$ cat src/rtl/vmmr_pkg.sv
// ----------------------------------------------------------------------------
// vmmr_pkg
// Shared widths, codes and controller/datapath interface types for the
// vector min/max/mean reducer.
// ----------------------------------------------------------------------------
package vmmr_pkg;

    localparam int SAMPLE_W          = 32;
    localparam int LANES             = 3;
    localparam int TDATA_W           = SAMPLE_W * LANES;
    localparam int ACC_W             = 48;
    localparam int DIV_STEP_W        = $clog2(ACC_W);
    localparam int DEFAULT_MAX_ITEMS = 65536;

    // configuration register indexes
    localparam int CFG_ADDR_W = 2;
    localparam int CFG_DATA_W = 3;
    localparam logic [CFG_ADDR_W-1:0] CFG_REDUCE_OP = 2'd0;
    localparam logic [CFG_ADDR_W-1:0] CFG_IS_VECTOR = 2'd1;

    // reduce operation codes, anything above OP_MAG gives zero
    localparam logic [2:0] OP_MEAN = 3'd0;
    localparam logic [2:0] OP_MAX  = 3'd1;
    localparam logic [2:0] OP_MIN  = 3'd2;
    localparam logic [2:0] OP_MAG  = 3'd3;

    localparam logic [ACC_W-1:0] ACC_MAX = {1'b0, {(ACC_W-1){1'b1}}};
    localparam logic [ACC_W-1:0] ACC_MIN = {1'b1, {(ACC_W-1){1'b0}}};
    localparam logic [SAMPLE_W-1:0] OUT_MAX = {1'b0, {(SAMPLE_W-1){1'b1}}};
    localparam logic [SAMPLE_W-1:0] OUT_MIN = {1'b1, {(SAMPLE_W-1){1'b0}}};

    typedef struct packed {
        logic take_item;
        logic div_start;
        logic load_result;
    } vmmr_cmd_t;

    typedef struct packed {
        logic op_is_mean;
        logic div_done;
    } vmmr_sts_t;

endpackage

$ cat src/rtl/vmmr_div.sv
// ----------------------------------------------------------------------------
// vmmr_div
// Restoring unsigned divider, one quotient bit per cycle.
// ----------------------------------------------------------------------------
module vmmr_div #(
    parameter int DIVISOR_W = 17
) (
    input  logic                       aclk,
    input  logic                       aresetn,
    input  logic                       start,
    input  logic [vmmr_pkg::ACC_W-1:0] dividend,
    input  logic [DIVISOR_W-1:0]       divisor,
    output logic [vmmr_pkg::ACC_W-1:0] quotient,
    output logic                       done
);

    localparam logic [vmmr_pkg::DIV_STEP_W-1:0] LAST_STEP =
        vmmr_pkg::DIV_STEP_W'(vmmr_pkg::ACC_W - 1);

    logic                                busy_reg, busy_next;
    logic [vmmr_pkg::DIV_STEP_W-1:0]     step_reg, step_next;
    logic [DIVISOR_W-1:0]                rem_reg, rem_next;
    logic [vmmr_pkg::ACC_W-1:0]          quo_reg, quo_next;
    logic [DIVISOR_W:0]                  rem_shift;
    logic [DIVISOR_W:0]                  rem_diff;

    assign rem_shift = {rem_reg, quo_reg[vmmr_pkg::ACC_W-1]};
    assign rem_diff  = rem_shift - {1'b0, divisor};

    always_comb begin
        busy_next = busy_reg;
        step_next = step_reg;
        rem_next  = rem_reg;
        quo_next  = quo_reg;
        if (start) begin
            busy_next = 1'b1;
            step_next = '0;
            rem_next  = '0;
            quo_next  = dividend;
        end else if (busy_reg) begin
            // quotient bits enter at the bottom as dividend bits leave the top
            if (rem_shift >= {1'b0, divisor}) begin
                rem_next = rem_diff[DIVISOR_W-1:0];
                quo_next = {quo_reg[vmmr_pkg::ACC_W-2:0], 1'b1};
            end else begin
                rem_next = rem_shift[DIVISOR_W-1:0];
                quo_next = {quo_reg[vmmr_pkg::ACC_W-2:0], 1'b0};
            end
            step_next = step_reg + 1'b1;
            if (step_reg == LAST_STEP) begin
                busy_next = 1'b0;
            end
        end
    end

    always_ff @(posedge aclk) begin
        if (!aresetn) begin
            busy_reg <= 1'b0;
            step_reg <= '0;
        end else begin
            busy_reg <= busy_next;
            step_reg <= step_next;
        end
    end

    always_ff @(posedge aclk) begin
        rem_reg <= rem_next;
        quo_reg <= quo_next;
    end

    assign quotient = quo_reg;
    assign done     = busy_reg && (step_reg == LAST_STEP);

endmodule

$ cat src/rtl/vmmr_datapath.sv
// ----------------------------------------------------------------------------
// vmmr_datapath
// Configuration registers, per-lane accumulators, item counter, mean
// dividers and the output payload register.
// ----------------------------------------------------------------------------
module vmmr_datapath #(
    parameter int MAX_ITEMS = vmmr_pkg::DEFAULT_MAX_ITEMS
) (
    input  logic                            aclk,
    input  logic                            aresetn,
    input  logic                            cfg_wr_en,
    input  logic [vmmr_pkg::CFG_ADDR_W-1:0] cfg_addr,
    input  logic [vmmr_pkg::CFG_DATA_W-1:0] cfg_wdata,
    input  logic [vmmr_pkg::TDATA_W-1:0]    s_tdata,
    input  vmmr_pkg::vmmr_cmd_t             cmd,
    output vmmr_pkg::vmmr_sts_t             sts,
    output logic [vmmr_pkg::TDATA_W-1:0]    m_tdata,
    output logic                            m_tuser
);

    localparam int CNT_W = $clog2(MAX_ITEMS + 1);
    localparam int SW    = vmmr_pkg::SAMPLE_W;
    localparam int AW    = vmmr_pkg::ACC_W;

    logic [2:0]       reduce_op_reg;
    logic             is_vector_reg;
    logic [CNT_W-1:0] cnt_reg, cnt_next;
    logic             ovf_reg, ovf_next;
    logic             count_full;
    logic             first_item;

    logic [AW-1:0] acc_reg   [vmmr_pkg::LANES];
    logic [AW-1:0] acc_next  [vmmr_pkg::LANES];
    logic [AW-1:0] quot      [vmmr_pkg::LANES];
    logic [SW-1:0] res_lane  [vmmr_pkg::LANES];
    logic [vmmr_pkg::LANES-1:0] div_done;

    logic [vmmr_pkg::TDATA_W-1:0] m_tdata_reg;
    logic                         m_tuser_reg;

    always_ff @(posedge aclk) begin
        if (!aresetn) begin
            reduce_op_reg <= vmmr_pkg::OP_MEAN;
            is_vector_reg <= 1'b1;
        end else if (cfg_wr_en) begin
            case (cfg_addr)
                vmmr_pkg::CFG_REDUCE_OP: reduce_op_reg <= cfg_wdata;
                vmmr_pkg::CFG_IS_VECTOR: is_vector_reg <= cfg_wdata[0];
                default: ;
            endcase
        end
    end

    assign count_full = (cnt_reg == CNT_W'(MAX_ITEMS));
    assign first_item = (cnt_reg == '0);

    always_comb begin
        cnt_next = cnt_reg;
        ovf_next = ovf_reg;
        if (cmd.load_result) begin
            cnt_next = '0;
            ovf_next = 1'b0;
        end else if (cmd.take_item) begin
            if (count_full) begin
                ovf_next = 1'b1;
            end else begin
                cnt_next = cnt_reg + 1'b1;
            end
        end
    end

    always_ff @(posedge aclk) begin
        if (!aresetn) begin
            cnt_reg <= '0;
            ovf_reg <= 1'b0;
        end else begin
            cnt_reg <= cnt_next;
            ovf_reg <= ovf_next;
        end
    end

    for (genvar g = 0; g < vmmr_pkg::LANES; g++) begin : g_lane
        logic [SW-1:0] sample;
        logic [AW-1:0] sample_ext;
        logic [SW-1:0] mag;
        logic [AW-1:0] mag_ext;
        logic [AW:0]   sum;
        logic [AW-1:0] sum_sat;
        logic [AW-1:0] abs_acc;
        logic          acc_neg;
        logic          acc_fits;

        assign sample     = s_tdata[g*SW +: SW];
        assign sample_ext = {{(AW-SW){sample[SW-1]}}, sample};
        // magnitude of the most negative sample saturates
        assign mag = (sample == vmmr_pkg::OUT_MIN) ? vmmr_pkg::OUT_MAX :
                     (sample[SW-1] ? (~sample + 1'b1) : sample);
        assign mag_ext = {{(AW-SW){1'b0}}, mag};
        assign sum     = {acc_reg[g][AW-1], acc_reg[g]} + {sample_ext[AW-1], sample_ext};
        assign sum_sat = (sum[AW] != sum[AW-1]) ?
                         (sum[AW] ? vmmr_pkg::ACC_MIN : vmmr_pkg::ACC_MAX) : sum[AW-1:0];

        always_comb begin
            acc_next[g] = acc_reg[g];
            if (cmd.take_item && !count_full) begin
                case (reduce_op_reg)
                    vmmr_pkg::OP_MEAN: acc_next[g] = first_item ? sample_ext : sum_sat;
                    vmmr_pkg::OP_MAX: begin
                        if (first_item || $signed(sample_ext) > $signed(acc_reg[g])) begin
                            acc_next[g] = sample_ext;
                        end
                    end
                    vmmr_pkg::OP_MIN: begin
                        if (first_item || $signed(sample_ext) < $signed(acc_reg[g])) begin
                            acc_next[g] = sample_ext;
                        end
                    end
                    vmmr_pkg::OP_MAG: begin
                        if (first_item || $signed(mag_ext) > $signed(acc_reg[g])) begin
                            acc_next[g] = mag_ext;
                        end
                    end
                    default: acc_next[g] = '0;
                endcase
            end
        end

        always_ff @(posedge aclk) begin
            acc_reg[g] <= acc_next[g];
        end

        assign acc_neg  = acc_reg[g][AW-1];
        assign abs_acc  = acc_neg ? (~acc_reg[g] + 1'b1) : acc_reg[g];
        assign acc_fits = (acc_reg[g][AW-1:SW-1] == '0) || (acc_reg[g][AW-1:SW-1] == '1);

        vmmr_div #(
            .DIVISOR_W (CNT_W)
        ) u_div (
            .aclk     (aclk),
            .aresetn  (aresetn),
            .start    (cmd.div_start),
            .dividend (abs_acc),
            .divisor  (cnt_reg),
            .quotient (quot[g]),
            .done     (div_done[g])
        );

        always_comb begin
            res_lane[g] = '0;
            if (g == 0 || is_vector_reg) begin
                case (reduce_op_reg)
                    vmmr_pkg::OP_MEAN: begin
                        if (cnt_reg == '0) begin
                            res_lane[g] = '0;
                        end else if (!acc_neg) begin
                            res_lane[g] = (quot[g][AW-1:SW-1] != '0) ? vmmr_pkg::OUT_MAX
                                                                     : quot[g][SW-1:0];
                        end else if (quot[g] > {{(AW-SW){1'b0}}, vmmr_pkg::OUT_MIN}) begin
                            res_lane[g] = vmmr_pkg::OUT_MIN;
                        end else begin
                            res_lane[g] = ~quot[g][SW-1:0] + 1'b1;
                        end
                    end
                    vmmr_pkg::OP_MAX, vmmr_pkg::OP_MIN, vmmr_pkg::OP_MAG: begin
                        if (acc_fits) begin
                            res_lane[g] = acc_reg[g][SW-1:0];
                        end else begin
                            res_lane[g] = acc_neg ? vmmr_pkg::OUT_MIN : vmmr_pkg::OUT_MAX;
                        end
                    end
                    default: res_lane[g] = '0;
                endcase
            end
        end

        always_ff @(posedge aclk) begin
            if (cmd.load_result) begin
                m_tdata_reg[g*SW +: SW] <= res_lane[g];
            end
        end
    end

    always_ff @(posedge aclk) begin
        if (cmd.load_result) begin
            m_tuser_reg <= ovf_reg;
        end
    end

    // all lanes start together, so lane zero speaks for the set
    assign sts.div_done   = div_done[0];
    assign sts.op_is_mean = (reduce_op_reg == vmmr_pkg::OP_MEAN);

    assign m_tdata = m_tdata_reg;
    assign m_tuser = m_tuser_reg;

endmodule

$ cat src/rtl/vmmr_ctrl.sv
// ----------------------------------------------------------------------------
// vmmr_ctrl
// Sequencer: accumulate, start the mean division, load the output
// register, and own the input and output handshakes.
// ----------------------------------------------------------------------------
module vmmr_ctrl (
    input  logic                aclk,
    input  logic                aresetn,
    input  logic                s_tvalid,
    input  logic                s_tlast,
    output logic                s_tready,
    output logic                m_tvalid,
    input  logic                m_tready,
    input  vmmr_pkg::vmmr_sts_t sts,
    output vmmr_pkg::vmmr_cmd_t cmd
);

    typedef enum logic [3:0] {
        ST_ACCEPT = 4'b0001,
        ST_START  = 4'b0010,
        ST_DIV    = 4'b0100,
        ST_LOAD   = 4'b1000
    } state_t;

    state_t state_reg, state_next;
    logic   m_valid_reg, m_valid_next;
    logic   out_free;

    assign s_tready = (state_reg == ST_ACCEPT);
    assign out_free = !m_valid_reg || m_tready;

    always_comb begin
        state_next      = state_reg;
        cmd.take_item   = 1'b0;
        cmd.div_start   = 1'b0;
        cmd.load_result = 1'b0;
        case (state_reg)
            ST_ACCEPT: begin
                cmd.take_item = s_tvalid;
                if (s_tvalid && s_tlast) begin
                    state_next = ST_START;
                end
            end
            ST_START: begin
                if (sts.op_is_mean) begin
                    cmd.div_start = 1'b1;
                    state_next    = ST_DIV;
                end else begin
                    state_next = ST_LOAD;
                end
            end
            ST_DIV: begin
                if (sts.div_done) begin
                    state_next = ST_LOAD;
                end
            end
            ST_LOAD: begin
                if (out_free) begin
                    cmd.load_result = 1'b1;
                    state_next      = ST_ACCEPT;
                end
            end
            default: state_next = ST_ACCEPT;
        endcase
    end

    always_comb begin
        m_valid_next = m_valid_reg;
        if (cmd.load_result) begin
            m_valid_next = 1'b1;
        end else if (m_tready) begin
            m_valid_next = 1'b0;
        end
    end

    always_ff @(posedge aclk) begin
        if (!aresetn) begin
            state_reg   <= ST_ACCEPT;
            m_valid_reg <= 1'b0;
        end else begin
            state_reg   <= state_next;
            m_valid_reg <= m_valid_next;
        end
    end

    assign m_tvalid = m_valid_reg;

    // a pending result is never overwritten
    a_no_overwrite: assert property (@(posedge aclk) disable iff (!aresetn)
        cmd.load_result |-> (!m_valid_reg || m_tready))
        else $error("result loaded over a pending transaction");

    // division only runs for the mean
    a_div_mean: assert property (@(posedge aclk) disable iff (!aresetn)
        cmd.div_start |-> sts.op_is_mean)
        else $error("divider started outside mean mode");

    // the divider finishes only while the sequencer waits on it
    a_done_in_div: assert property (@(posedge aclk) disable iff (!aresetn)
        sts.div_done |-> (state_reg == ST_DIV))
        else $error("divider done outside the divide state");

    // a last item always leads to a loaded result before more input
    a_last_blocks: assert property (@(posedge aclk) disable iff (!aresetn)
        (cmd.take_item && s_tlast) |=> !s_tready)
        else $error("input still open after the last transaction");

endmodule

$ cat src/rtl/vector_min_max_mean_reducer_top.sv
// ----------------------------------------------------------------------------
// vector_min_max_mean_reducer_top
// Streaming per-component mean / max / min / largest-magnitude reducer
// over three-component Q16.16 samples.
//
//   channel  dir  payload                                    end marker
//   s_       in   tdata: sample_x, sample_y, sample_z        tlast: is_last
//   m_       out  tdata: result_x, result_y, result_z        tuser: count_overflow
//   cfg_     in   index 0 reduce_op, index 1 is_vector       none
//
// Samples are taken one per cycle while an array accumulates.
// After the last sample the input stalls until the result enters the output
// register: via the start and load states for max/min/magnitude, and for mean
// also the divide state: a 48-step restoring divider, one bit per cycle, three lanes.
// A result waiting on m_tready holds the next array only at its end.
// Reset (aresetn, synchronous, active low) clears the count and restores
// reduce_op to mean and is_vector to one.
// ----------------------------------------------------------------------------
module vector_min_max_mean_reducer_top #(
    parameter int MAX_ITEMS = vmmr_pkg::DEFAULT_MAX_ITEMS
) (
    input  logic                            aclk,
    input  logic                            aresetn,
    input  logic                            cfg_wr_en,
    input  logic [vmmr_pkg::CFG_ADDR_W-1:0] cfg_addr,
    input  logic [vmmr_pkg::CFG_DATA_W-1:0] cfg_wdata,
    input  logic                            s_tvalid,
    output logic                            s_tready,
    input  logic [vmmr_pkg::TDATA_W-1:0]    s_tdata,   // sample_x, sample_y, sample_z
    input  logic                            s_tlast,   // is_last
    output logic                            m_tvalid,
    input  logic                            m_tready,
    output logic [vmmr_pkg::TDATA_W-1:0]    m_tdata,   // result_x, result_y, result_z
    output logic                            m_tuser    // count_overflow
);

    vmmr_pkg::vmmr_cmd_t cmd;
    vmmr_pkg::vmmr_sts_t sts;

    vmmr_ctrl u_ctrl (
        .aclk     (aclk),
        .aresetn  (aresetn),
        .s_tvalid (s_tvalid),
        .s_tlast  (s_tlast),
        .s_tready (s_tready),
        .m_tvalid (m_tvalid),
        .m_tready (m_tready),
        .sts      (sts),
        .cmd      (cmd)
    );

    vmmr_datapath #(
        .MAX_ITEMS (MAX_ITEMS)
    ) u_datapath (
        .aclk      (aclk),
        .aresetn   (aresetn),
        .cfg_wr_en (cfg_wr_en),
        .cfg_addr  (cfg_addr),
        .cfg_wdata (cfg_wdata),
        .s_tdata   (s_tdata),
        .cmd       (cmd),
        .sts       (sts),
        .m_tdata   (m_tdata),
        .m_tuser   (m_tuser)
    );

endmodule

$ cat config.mk
export PLATFORM = sky130hd
export DESIGN_NAME = vector_min_max_mean_reducer_top
export DESIGN_NICKNAME = d
export VERILOG_FILES = /design/src/rtl/vmmr_pkg.sv /design/src/rtl/vmmr_div.sv /design/src/rtl/vmmr_datapath.sv /design/src/rtl/vmmr_ctrl.sv /design/src/rtl/vector_min_max_mean_reducer_top.sv
export SDC_FILE = /design/constraint.sdc
export NUM_CORES = 2
export LEC_CHECK = 0
export ABC_AREA = 0
export BUFFER_PORTS_ARGS = -buffer_cell sky130_fd_sc_hd__buf_2
export CAP_MARGIN = 10
export CORE_ASPECT_RATIO = 0.5
export CORE_MARGIN = 5
export CORE_UTILIZATION = 45
export CTS_BUF_LIST = sky130_fd_sc_hd__clkbuf_8
export DETAILED_ROUTE_END_ITERATION = 16
export HOLD_SLACK_MARGIN = 0.08
export PLACE_DENSITY = 0.66
export SYNTH_ARGS = -nofsm -noshare
export SYNTH_HDL_FRONTEND = slang
export SYNTH_SLANG_ARGS = --single-unit
$ cat constraint.sdc
create_clock -name aclk -period 14.55 [get_ports aclk]
set_input_delay 1.455 -clock aclk [delete_from_list [all_inputs] [get_ports aclk]]
set_output_delay 1.455 -clock aclk [all_outputs]
set_load 0.05 [all_outputs]
==> flow_summary.html <==
<table>
<tr><th>Metric</th><th>Value</th></tr>
<tr><th colspan="2">Global route</th></tr>
<tr><td>Via count of the first global-routing pass</td><td>42,500</td></tr>
<tr><td>Total Routing Usage GR</td><td>28.1%</td></tr>
<tr><td>Total grt overflow</td><td>0</td></tr>
<tr><td>First-pass GRT wire length</td><td>248,000 µm</td></tr>
<tr><td>Maximum number of pins on one net before global-route repair</td><td>120</td></tr>
<tr><td>Antenna violations before repair</td><td>24</td></tr>
<tr><th colspan="2">Timing</th></tr>
<tr><td>Final WS setup</td><td>between 7 and 8 ns</td></tr>
<tr><td>Clock skew after layout</td><td>0.0556 ns</td></tr>
<tr><td>Period Utilization, post-route</td><td>46.9%</td></tr>
<tr><td>Final number of hold-violating endpoints</td><td>0</td></tr>
<tr><td>RSZ-0062 raised after global routing</td><td>no</td></tr>
<tr><td>Crit path time final</td><td>6.82 ns</td></tr>
<tr><td>Maximum clock frequency</td><td>between 100 and 150 MHz</td></tr>
<tr><td>Number of failing setup endpoints in the final timing report</td><td>0</td></tr>
<tr><td>Max-slew violations</td><td>0</td></tr>
<tr><td>Post-route setup TNS</td><td>0 ns</td></tr>
<tr><td>Slew of the pin with the lowest slew margin</td><td>between 1 and 1.5 ns</td></tr>
<tr><td>Tightest slew margin relative to the limit</td><td>about 17%</td></tr>
<tr><th colspan="2">Synthesis</th></tr>
<tr><td>Top area cells in the synthesized netlist</td><td>edfxtp_1, ha_1, o21ai_0, xnor2_1, nand2_1</td></tr>
<tr><td>Number of cells produced by synthesis</td><td>5,801</td></tr>
<tr><td>Synth Area in Compound Gates</td><td>24.0%</td></tr>
<tr><td>Post-Synthesis Mean Instance Area</td><td>between 7 and 8 µm²</td></tr>
<tr><td>Synth Area in Adders</td><td>12.4%</td></tr>
<tr><td>Fraction of registers with async set/reset</td><td>0%</td></tr>
<tr><td>Synth top area share</td><td>24.9%</td></tr>
<tr><td>Cell type with the highest aggregate area in the netlist</td><td>edfxtp_1</td></tr>
<tr><td>Mapped Nets</td><td>6,363</td></tr>
<tr><td>Cell area after synthesis</td><td>46,400 µm²</td></tr>
<tr><td>Synthesized flop and latch total</td><td>about 480</td></tr>
<tr><td>Simple logic cell fraction of the synthesized area</td><td>between 10% and 20%</td></tr>
<tr><td>Count of flip-flops with a built-in enable after synthesis</td><td>approximately 390</td></tr>
<tr><td>Primary FF master, synth</td><td>edfxtp_1</td></tr>
<tr><td>Main combinational cell family by area after synthesis</td><td>compound AO/OA/AOI/OAI gates</td></tr>
<tr><td>Sequential fraction of the synthesis area</td><td>29.2%</td></tr>
<tr><td>Share of the synthesized netlist area taken by xor and xnor gates</td><td>8.78%</td></tr>
<tr><td>Total number of yosys warnings</td><td>0</td></tr>
<tr><td>Multiplexer fraction of the synthesized cell area</td><td>0.995%</td></tr>
<tr><td>Yosys cell types</td><td>88</td></tr>
<tr><th colspan="2">Clock tree</th></tr>
<tr><td>TritonCTS Buffers</td><td>84</td></tr>
<tr><td>Gates resized, CTS repair</td><td>0</td></tr>
<tr><td>CTS sink count</td><td>484</td></tr>
<tr><td>Clock Tree Buf Depth</td><td>3</td></tr>
<tr><td>Post CTS Setup Buffer Count</td><td>0</td></tr>
<tr><td>Skew-Pair Late Insertion Delay</td><td>0.83 ns</td></tr>
<tr><td>Cell chosen for the clock root</td><td>clkbuf_8</td></tr>
<tr><td>CTS tree</td><td>done</td></tr>
<tr><td>Cts-stage hold buffer count</td><td>0</td></tr>
<tr><td>H-tree levels</td><td>3</td></tr>
<tr><td>Reg clk slew, reported paths</td><td>0.07 ns</td></tr>
<tr><th colspan="2">Layout</th></tr>
<tr><td>Utilization after layout</td><td>49.2%</td></tr>
<tr><td>Layout cell share with drive strength beyond 1</td><td>7.90%</td></tr>
<tr><td>Synthesis-to-finish area growth</td><td>8.68%</td></tr>
<tr><td>Number of nets at the end of the flow</td><td>between 6,000 and 7,000</td></tr>
<tr><td>Count of filler cells inserted in the layout</td><td>roughly 10,000</td></tr>
<tr><th colspan="2">Critical path</th></tr>
<tr><td>Cell with the most instances on the worst path</td><td>or3_1</td></tr>
<tr><td>R2R depth</td><td>15</td></tr>
<tr><td>Critical-path cell with the highest stage delay</td><td>a2111oi_0</td></tr>
<tr><td>Top fanout value on the critical path</td><td>34</td></tr>
<tr><td>WS Path Type</td><td>in -&gt; reg</td></tr>
<tr><td>Endpoint class of the critical path</td><td>register</td></tr>
<tr><td>Endpoint required time on the critical path</td><td>about 15 ns</td></tr>
<tr><td>Longest individual stage delay on the worst path</td><td>0.70 ns</td></tr>
<tr><td>CP startpoint kind</td><td>input port</td></tr>
<tr><td>Arrival time reported for the critical path endpoint</td><td>7.31 ns</td></tr>
<tr><td>Worst path cell trace</td><td>buf_2, nor4_1, nand2_1, or3_1, or3_1, or4_1, or3_1, nor2_1, a21oi_1, o21ai_0, ha_1, nor2b_1, o21ai_0, nand2b_1, a21oi_1, nor2_1, a2111oi_0, o21ai_0, or3_1, o211ai_1, nor3_2, buf_4</td></tr>
<tr><th colspan="2">Power and ir drop</th></tr>
<tr><td>Leakage Power</td><td>19.9 nW</td></tr>
<tr><td>Worst VDD drop</td><td>0.000149 V</td></tr>
<tr><td>Pwr/cell area</td><td>195 nW/µm²</td></tr>
<tr><th colspan="2">Drt</th></tr>
<tr><td>Wirelength per Cell</td><td>about 22 µm</td></tr>
<tr><td>Router iterations before antenna repair</td><td>8</td></tr>
<tr><td>Number of DRC violations after detailed routing</td><td>0</td></tr>
<tr><td>Average vias per placed instance</td><td>between 6 and 7</td></tr>
<tr><td>DR vias</td><td>45,400</td></tr>
<tr><td>DRT iter0 DRCs</td><td>4,581</td></tr>
<tr><td>Antenna Nets Post-Route</td><td>0</td></tr>
<tr><td>Final wirelength</td><td>163,000 µm</td></tr>
<tr><th colspan="2">Placed design</th></tr>
<tr><td>Detailed placement HPWL</td><td>122,000 µm</td></tr>
<tr><td>Post-placement setup slack</td><td>7.06 ns</td></tr>
<tr><td>Number of port buffers</td><td>205</td></tr>
<tr><td>Placer congestion estimate</td><td>0.974</td></tr>
<tr><th colspan="2">Floorplan</th></tr>
<tr><td>Initial core utilization</td><td>45.3%</td></tr>
<tr><td>Area of the core region</td><td>about 100,000 µm²</td></tr>
<tr><td>Horizontal extent of the die</td><td>464 µm</td></tr>
<tr><td>Site Rows</td><td>83</td></tr>
<tr><td>Floorplan die area</td><td>about 110,000 µm²</td></tr>
<tr><td>Number of primary I/O pins</td><td>206</td></tr>
<tr><td>Die Y</td><td>approximately 240 µm</td></tr>
<tr><th colspan="2">Hold path</th></tr>
<tr><td>Worst min path class</td><td>reg -&gt; reg</td></tr>
<tr><td>Hold path cells</td><td>0</td></tr>
<tr><th colspan="2">Flow run</th></tr>
<tr><td>Count of maximum capacitance violations</td><td>0</td></tr>
<tr><th colspan="2">Status</th></tr>
<tr><td>Run status</td><td>finished clean</td></tr>
</table>
[synthesized netlist by cell type (99+ instances only)]
cell type  instances
nand2_1          611
clkbuf_1         272
edfxtp_1         385
o31ai_1          107
a21oi_1          421
nand3_1          131
inv_1            329
ha_1             449
nand4_1          103
nor3_1           125
xor2_1           130
nor2_1           464
o21ai_0          650
o22ai_1          113
dfxtp_1           99
xnor2_1          335
[through the flow]
| step | hold slack [ns] | area, µm² | total power, mW | std cells |
|---|---|---|---|---|
| floorplan | 0.409 | 46400 | 6.63 | 5801 |
| global placement | 0.478 | 48600 | 8.22 | 7132 |
| detailed placement | 0.481 | 48600 | 8.30 | 7132 |
| CTS | 0.496 | 50400 | 9.78 | 7284 |
| global route | 0.489 | 50400 | 10.6 | 7297 |
| finish | 0.488 | 50400 | 9.86 | 7300 |
[layer usage]
metal	share of wire, %	wire (µm)	global-route usage [%]
met5	0.028	45	0
met4	3.3	5390	10.2
met3	7.5	12200	5.16
met2	46	74600	45.9
met1	43	70400	37.4
[kinds of logic after synthesis]
group | after synthesis
xor+xnor | 465
compound gates | 1823
simple gates | 1900
buf+inv | 626
flops | 484
fa+ha+maj | 457
mux | 46
[final cells by class]
class | instances | area [µm²] | share of cell area [%]
timing repair buffer | 265 | 1490 | 2.95
clock buffer | 91 | 1250 | 2.48
multi-input combinational | 4691 | 30600 | 60.7
sequential | 484 | 13500 | 26.9
clock inverter | 61 | 554 | 1.10
tap | 1360 | 1700 | 3.37
inverter | 332 | 1250 | 2.47
antenna | 16 | 40.0 | 0.0794
[cells in the final DEF (no fill, tap or decap), drive strengths merged, types with 29 or more instances in the layout]
| cell type | count |
|---|---|
| o31ai | 108 |
| nand2 | 611 |
| o22ai | 113 |
| ha | 449 |
| or2 | 29 |
| nand3 | 132 |
| nor3 | 126 |
| dfxtp | 99 |
| nor4 | 86 |
| o41ai | 37 |
| o21bai | 41 |
| nor2b | 73 |
| clkinv | 35 |
| nor2 | 464 |
| a21oi | 421 |
| buf | 265 |
| a21o | 70 |
| clkbuf | 91 |
| or4 | 43 |
| nand2b | 75 |
| xnor2 | 335 |
| nand4 | 103 |
| inv | 347 |
| a211oi | 44 |
| mux2i | 45 |
| edfxtp | 385 |
| xor2 | 130 |
| a22oi | 64 |
| or3 | 86 |
| o211ai | 33 |
| o21ai | 665 |
[worst paths after layout]
check                             from                   endpoint  slack (ns)
max                         s_tdata[5]  u_datapath.acc_reg[0][39]        7.73
min                 u_datapath.ovf_reg         u_datapath.m_tuser        0.49
max reg2reg  u_datapath.acc_reg[0][88]  u_datapath.acc_reg[0][89]        8.69
min reg2reg         u_datapath.ovf_reg         u_datapath.m_tuser        0.49
[critical path: cells and delay by family]
kind | cells | cell delay (ns)
buffers and inverters | 2 | 0.45
adder cells (fa/ha/maj) | 1 | 0.30
AO/OA/AOI/OAI | 7 | 1.56
AND/OR/NAND/NOR | 12 | 3.47
[power breakdown]
group	total, mW	internal, mW	switching [mW]
clock network	1.43	0.747	0.687
registers	2.54	2.07	0.468
logic	5.89	2.13	3.75
total	9.86	4.95	4.91
Power figures use the tool's default switching activity.
